--- src/design/tun_pkg.sv ---
// Shared widths for the triangle unit normal pipeline.
// No dependencies; imported by every module of the block.
`default_nettype none
package tun_pkg;
  localparam int SCALED_W = 31;
  localparam int SUM_W    = 64;
  localparam int LEN_W    = 32;
  localparam int OUT_W    = 32;
endpackage
`default_nettype wire

--- src/design/tun_isqrt.sv ---
// Pipelined integer square root, one root bit per register stage.
// Depends on tun_pkg for the radicand and root widths.
`default_nettype none
module tun_isqrt
  import tun_pkg::*;
#(
  parameter int SIDE_W = 1
) (
  input  wire logic              clk,
  input  wire logic              rst,
  input  wire logic              in_valid,
  input  wire logic [SUM_W-1:0]  rad,
  input  wire logic [SIDE_W-1:0] side_in,
  output logic                   out_valid,
  output logic [LEN_W-1:0]       root,
  output logic [SIDE_W-1:0]      side_out
);
  localparam int NS = LEN_W;

  logic               vld  [0:NS];
  logic [LEN_W+1:0]   rem  [0:NS];
  logic [LEN_W-1:0]   rt   [0:NS];
  logic [SUM_W-1:0]   rd   [0:NS];
  logic [SIDE_W-1:0]  sd   [0:NS];

  assign vld[0] = in_valid;
  assign rem[0] = '0;
  assign rt[0]  = '0;
  assign rd[0]  = rad;
  assign sd[0]  = side_in;

  for (genvar j = 0; j < NS; j++) begin : g_stage
    logic [LEN_W+1:0] cur;
    logic [LEN_W+1:0] trial;
    logic             ge;
    logic [LEN_W+1:0] rem_next;

    always_comb begin
      cur      = {rem[j][LEN_W-1:0], rd[j][SUM_W-1 -: 2]};
      trial    = {rt[j], 2'b01};
      ge       = cur >= trial;
      rem_next = ge ? cur - trial : cur;
    end

    always_ff @(posedge clk) begin
      if (rst) begin
        vld[j+1] <= 1'b0;
      end else begin
        vld[j+1] <= vld[j];
      end
      rem[j+1] <= rem_next;
      rt[j+1]  <= {rt[j][LEN_W-2:0], ge};
      rd[j+1]  <= {rd[j][SUM_W-3:0], 2'b00};
      sd[j+1]  <= sd[j];
    end
  end

  assign out_valid = vld[NS];
  assign root      = rt[NS];
  assign side_out  = sd[NS];
endmodule
`default_nettype wire

--- config.mk ---
export PLATFORM = sky130hd
export DESIGN_NAME = tun_isqrt
export DESIGN_NICKNAME = d
export VERILOG_FILES = /design/src/design/tun_pkg.sv /design/src/design/tun_isqrt.sv
export SDC_FILE = /design/constraint.sdc
export NUM_CORES = 2
export LEC_CHECK = 0
export BUFFER_PORTS_ARGS = -buffer_cell sky130_fd_sc_hd__buf_4
export CAP_MARGIN = 40
export CORE_ASPECT_RATIO = 1.1
export CORE_MARGIN = 4
export CORE_UTILIZATION = 40
export CTS_CLUSTER_DIAMETER = 40
export DETAILED_ROUTE_END_ITERATION = 7
export GPL_TIMING_DRIVEN = 0
export SYNTH_ARGS = -nofsm -noshare
export SYNTH_HDL_FRONTEND = slang
export SYNTH_SLANG_ARGS = --single-unit
--- constraint.sdc ---
create_clock -name clk -period 4.3 [get_ports clk]
set_clock_uncertainty 0.1 [all_clocks]
set_input_delay 0.86 -clock clk [delete_from_list [all_inputs] [get_ports clk]]
set_output_delay 0.86 -clock clk [all_outputs]
set_load 0.005 [all_outputs]
== After elaboration in Yosys (flattened, before gate mapping) ==
Index checks and enable logic that the tools add are counted.

* Word-level logic and storage cells: 253
* Bits of input ports: 68
* Flip-flop bits (word level): 2547
* Output and inout bits: 34

* Order comparisons: 32
* $add $sub $neg: 31
* Muxes and demuxes: 31

{| class="wikitable"
|+ Operator list
! kind !! number
|-
| 32-bit two-way mux || 30
|-
| 34-bit by 10-bit greater-or-equal comparator with 1-bit output || 1
|-
| 34-bit by 11-bit greater-or-equal comparator with 1-bit output || 1
|-
| 34-bit by 12-bit greater-or-equal comparator with 1-bit output || 1
|-
| 34-bit by 13-bit greater-or-equal comparator with 1-bit output || 1
|-
| 34-bit by 14-bit greater-or-equal comparator with 1-bit output || 1
|-
| 34-bit by 15-bit greater-or-equal comparator with 1-bit output || 1
|-
| 34-bit by 16-bit greater-or-equal comparator with 1-bit output || 1
|-
| 34-bit by 17-bit greater-or-equal comparator with 1-bit output || 1
|-
| 34-bit by 18-bit greater-or-equal comparator with 1-bit output || 1
|-
| 34-bit by 19-bit greater-or-equal comparator with 1-bit output || 1
|-
| 34-bit by 20-bit greater-or-equal comparator with 1-bit output || 1
|-
| 34-bit by 21-bit greater-or-equal comparator with 1-bit output || 1
|-
| 34-bit by 22-bit greater-or-equal comparator with 1-bit output || 1
|-
| 34-bit by 23-bit greater-or-equal comparator with 1-bit output || 1
|-
| 34-bit by 24-bit greater-or-equal comparator with 1-bit output || 1
|-
| 34-bit by 25-bit greater-or-equal comparator with 1-bit output || 1
|-
| 34-bit by 26-bit greater-or-equal comparator with 1-bit output || 1
|-
| 34-bit by 27-bit greater-or-equal comparator with 1-bit output || 1
|-
| 34-bit by 28-bit greater-or-equal comparator with 1-bit output || 1
|-
| 34-bit by 29-bit greater-or-equal comparator with 1-bit output || 1
|-
| 34-bit by 3-bit greater-or-equal comparator with 1-bit output || 1
|-
| 34-bit by 30-bit greater-or-equal comparator with 1-bit output || 1
|-
| 34-bit by 31-bit greater-or-equal comparator with 1-bit output || 1
|-
| other kinds (41) || 41
|}

== Longest topological paths before layout ==
* Depth in word-level cells: 2
* Depth in mapped cells: 15
* Depth with buffers taken out: 14

== Worst setup path after synthesis ==
No wires, ideal clock.

* Path kind: flip-flop to flip-flop
* Start: reg rem (netlist bit g_stage[6].cur[15])
* End: reg rem (netlist bit g_stage[7].cur[19])
* Cell stages (with the launch flop): 13
* Required time: 4066 ps
* Path buffers: 2
* Setup slack: 168 ps
* Arrival: 3898 ps
* Setup time: 134 ps
* Clock period less this slack: 4132 ps
* Cell sequence: dfxtp_1 or4_4 or3_4 or4_1 buf_2 or3_4 o31ai_2 nor3_2 or4_4 or4_4 buf_6 nor4_1 xor2_1

* Longest elaborated chain between the ends: 2
* Elaborated cells on any way between the ends: 3
* Classes of those cells: 1 x add/sub; 1 x order compare; 1 x mux

{| class="wikitable"
|+ RTL lines
! element !! line !! text
|-
| start, declared || tun_isqrt.sv:21 || <nowiki>logic [LEN_W+1:0] rem [0:NS];</nowiki>
|-
| start signal, assigned by index || tun_isqrt.sv:51 || <nowiki>rem[j+1] <= rem_next;</nowiki>
|-
| 32-bit by 8-bit subtractor with 32-bit output / 34-bit by 8-bit greater-or-equal comparator with 1-bit output (equally long branches) || tun_isqrt.sv:42, tun_isqrt.sv:41 ||
|-
| 32-bit two-way mux (*) || tun_isqrt.sv:42 || <nowiki>rem_next = ge ? cur - trial : cur;</nowiki>
|-
| via g_stage[6].rem_next[17] || tun_isqrt.sv:36 || <nowiki>logic [LEN_W+1:0] rem_next;</nowiki>
|}

Mark *: on every way through the listed nets, which the timed path passes. The rest lies on a longest branch.
A chain may end at the register's enable or synchronous reset.

== Final worst setup path ==
* Start: reg rem (netlist bit g_stage[6].cur[14])
* End: reg rem (netlist bit g_stage[7].cur[21])

Same word-level chain as after synthesis.

==> results.md <==
- The transition time of the tightest slew-check pin is 0.8892 ns.
- The biggest area contributor in the post-synthesis netlist is sky130_fd_sc_hd__dfxtp_1.
- Counting flops with an async set or reset pin after synthesis yields a share of 0.
- The tree is rooted in a sky130_fd_sc_hd__clkbuf_16.
- The power per unit of standard cell area is 636.9 nW/um^2.
- The number of top-level pins is 102.
- Relative to the synthesized area, the layout overhead comes to 18.58%.
- Sorting the synthesized cells by area gives the leading types as sky130_fd_sc_hd__dfxtp_1 (56%), sky130_fd_sc_hd__ha_1 (7.7%), sky130_fd_sc_hd__xor2_1 (4.0%).
- The count of input and output buffers is 101.
- The number of buffers created by CTS is 337.
- The final antenna-violating net count is 0.
- The maximum number of pins on one net before global-route repair is 17.
- The die width is 462.0 um.
- Counting flops with a built-in enable in the synthesized netlist gives 0.
- In this run, distinct cell masters in the synthesized netlist total 86.
- In this run the worst hold path is classified as flip-flop to flip-flop.
- The initial antenna violation count is 6.
- The final wirelength is 201.1 mm.
- The net count of the finished layout is 9976.
- In this run the worst path has a maximum fanout of 9.
- The top-area cell type share of the netlist area is 0.5586.
- The met1 wire length is 85.81 mm.
- In the finished design, the share of the clock period the worst path needs comes to 0.9866.
- The number of nets in the synthesized netlist is 9459.
- For this configuration, the core starts out at a cell density of 0.4016.
- The fraction of layout instances using a drive strength above 1 is 0.08891.
- The worst setup path is captured at a flip-flop.
- After clock tree synthesis, the clock-pin slew on the worst setup and hold paths is 0.06 ns.
- The run finished with clean final reports.
- The die area is 234400 sq um.
- The final hold violation count is 0.
- The number of storage elements in the synthesis netlist is 2530.
- The first global-routing pass estimated 321.5 mm of wire.
- The top metal layer carrying routed signals is met5.
- Leaving out fill and tap cells, the most frequent cell in the layout is sky130_fd_sc_hd__dfxtp_1.
- Derived from the worst setup path, the maximum achievable clock frequency is 0.2357 GHz.
- Headroom to the max-slew limit came out at 0.3919.
- The wire length on met3 is 7.852 mm.
- The setup path with the least slack is of type flip-flop to flip-flop.
- The peak supply drop is 0.4453 mV.
- Setup repair after global routing could not meet its margin everywhere.
- The synthesized area per cell is 10.27 sq um.
- Setup violations remaining at the end of the flow were counted as 0.
- After floorplanning, the core was sized to cover 225800 sq um.
- The number of pins exceeding their max-slew limit in the final report is 0.
- For this run, the number of Yosys warnings is 0.
- In the layout the commonest cells are sky130_fd_sc_hd__dfxtp_1 (2529), sky130_fd_sc_hd__inv_1 (690), sky130_fd_sc_hd__nand2_1 (615), sky130_fd_sc_hd__ha_1 (561), sky130_fd_sc_hd__a21oi_1 (511).
- The CTS H-tree depth is 5.
- In the post-route analysis, the smallest setup slack over all paths is 0.05756 ns.
- The arrival time of data at the critical path endpoint is 4.98 ns.
- After legalization and detailed placement, the total HPWL measured 153.8 mm.
- Counting along the longest clock path gives a buffer depth of 4.
- In the routed layout, each cell is associated on average with a via count of 4.910.
- The starting DRC count in detailed routing is 3183.
- The via count of the first global-routing pass is 62110.
- The minimum hold slack is 0.1884 ns.
- In this run the static leakage power is 0.05052 uW.
- The number of vias in the routed layout is 61711.
- From bottom edge to top edge, the die measures 507.4 um.
- Across the run, the number of max-cap violations was 0.
- After layout, the minimum clock period comes to 4.242 ns.
- Measured on the finished design, the core utilization comes to 0.4763.
- After detailed routing, the met2 layer carries 98.34 mm of wire.
- OpenSTA, run right after detailed placement, puts the worst setup slack at -0.4515 ns.
- The floorplan has 183 rows.
- The fill cell total of the finished layout is 20722.
- The cell area that synthesis handed to floorplanning was 90680 sq um.
- The data required time of the critical path is 5.03 ns.
- The number of cells produced by synthesis is 8830.
- After detailed routing, the number of remaining DRC violations is 0.
- Global routing finished with a remaining overflow of 0.
- The average routed wire per standard cell is 16.00 um.
- The proportion of synthesized chip area in sequential cells is 0.5586.
- Before antenna repair, the detailed router went through 5 iterations.
- The number of sinks driven by the clock tree is 2530.
- The CTS tree is yes.
- The congestion estimate from routability-driven global placement came to 0.9253.
- The worst setup path is launched from a flip-flop.
- For this run, the leading register cell type out of synthesis is sky130_fd_sc_hd__dfxtp_1.
- In the global route stage, overall resource usage came out at 0.1683.
- The clock reaches the later pin of the worst-skew pair after 0.94 ns.
- The total negative setup slack is 0 ns.
==> area by class of cell <==
type | instances | area, sq um | share of cell area
Sequential cell | 2530 | 50650 | 0.4711
Multi-Input combinational cell | 5433 | 36880 | 0.3430
Clock buffer | 422 | 9226 | 0.08581
Tap cell | 2960 | 3704 | 0.03444
Inverter | 692 | 2599 | 0.02417
Clock inverter | 175 | 2242 | 0.02085
Timing Repair Buffer | 181 | 1525 | 0.01419
Buffer | 172 | 681.9 | 0.006342
Antenna cell | 3 | 7.507 | 0.00006982
==> layer usage <==
metal | GRT usage | vias to the layer above
met1 | 0.1975 | 28600
li1 | - | 31228
met5 | 0 | -
met2 | 0.2982 | 1347
met4 | 0.07741 | 4
met3 | 0.02916 | 532
==> through the flow <==
step	instance area, sq um	cells	total power (uW)
floorplan	90680	8830	37590
global placement	95140	11891	40980
detailed placement	95190	11899	41160
CTS	107400	12562	69270
global route	107500	12567	72030
finish	107500	12568	68480
==> worst max-delay path, stage by stage (launching register included) <==
cell and delay [ns]:
sky130_fd_sc_hd__dfxtp_4 0.37, sky130_fd_sc_hd__or4_4 0.52, sky130_fd_sc_hd__or3_4 0.36, sky130_fd_sc_hd__or4_4 0.43
sky130_fd_sc_hd__buf_6 0.15, sky130_fd_sc_hd__or3_4 0.39, sky130_fd_sc_hd__o31ai_4 0.31, sky130_fd_sc_hd__nor3_4 0.09
sky130_fd_sc_hd__or4_4 0.52, sky130_fd_sc_hd__or4_4 0.54, sky130_fd_sc_hd__nor3_1 0.21, sky130_fd_sc_hd__xor2_1 0.17
==> final timing paths <==
| kind | start | depth (start not counted) | end | slack [ns] |
|---|---|---|---|---|
| setup / recovery | g_stage[6].cur[14] | 11 | g_stage[7].cur[21] | 0.06 |
| hold / removal | rd[499] | 0 | rd[437] | 0.19 |
| setup reg to reg | g_stage[6].cur[14] | 11 | g_stage[7].cur[21] | 0.06 |
| hold reg to reg | rd[499] | 0 | rd[437] | 0.19 |
==> Yosys cell counts, types with 163 or more instances <==
library cell and n:
sky130_fd_sc_hd__ha_1 561, sky130_fd_sc_hd__xnor2_1 369, sky130_fd_sc_hd__nand2_1 615, sky130_fd_sc_hd__xor2_1 415, sky130_fd_sc_hd__inv_1 690, sky130_fd_sc_hd__a21oi_1 513, sky130_fd_sc_hd__nor2_1 486, sky130_fd_sc_hd__clkbuf_1 163
sky130_fd_sc_hd__dfxtp_1 2530, sky130_fd_sc_hd__a21o_1 244, sky130_fd_sc_hd__o21ai_0 507, sky130_fd_sc_hd__nor3_1 211
==> cell families after synthesis <==
kind of cell               count (synthesis)  synth area share
muxes                                     72          0.008817
and+or+nand+nor                         2259            0.1239
xor gates and xnor gates                 784           0.07573
DFF                                     2530            0.5586
other                                      1        0.00004136
AOI/OAI and AO/OA                       1756            0.1195
adders and majority gates                561           0.07741
buffers and inverters                    867           0.03604
==> state kept, by name (all words and copies together) (netlist names) <==
name	count
g_stage.cur	1008
root	32
g_stage.trial	496
vld	31
out_valid	1
rd	930
sd	31
side_out	1
==> power by group <==
part	leakage, uW	internal, uW	switching, uW	total [uW]
clock	0.00559	17400	10200	27600
sequential	0.0212	27300	2810	30100
combinational	0.0238	4620	6080	10700
==> what timing repair did <==
| action | CTS | global route |
|---|---|---|
| hold endpoints to repair | 69 | 0 |
| resized for setup | 21 | 37 |
| pin swaps | 2 | 5 |
| setup endpoints to repair | 161 | 180 |
| setup buffers | 0 | 4 |
| hold buffers | 68 | 0 |
(Power assumes the default switching activity.)
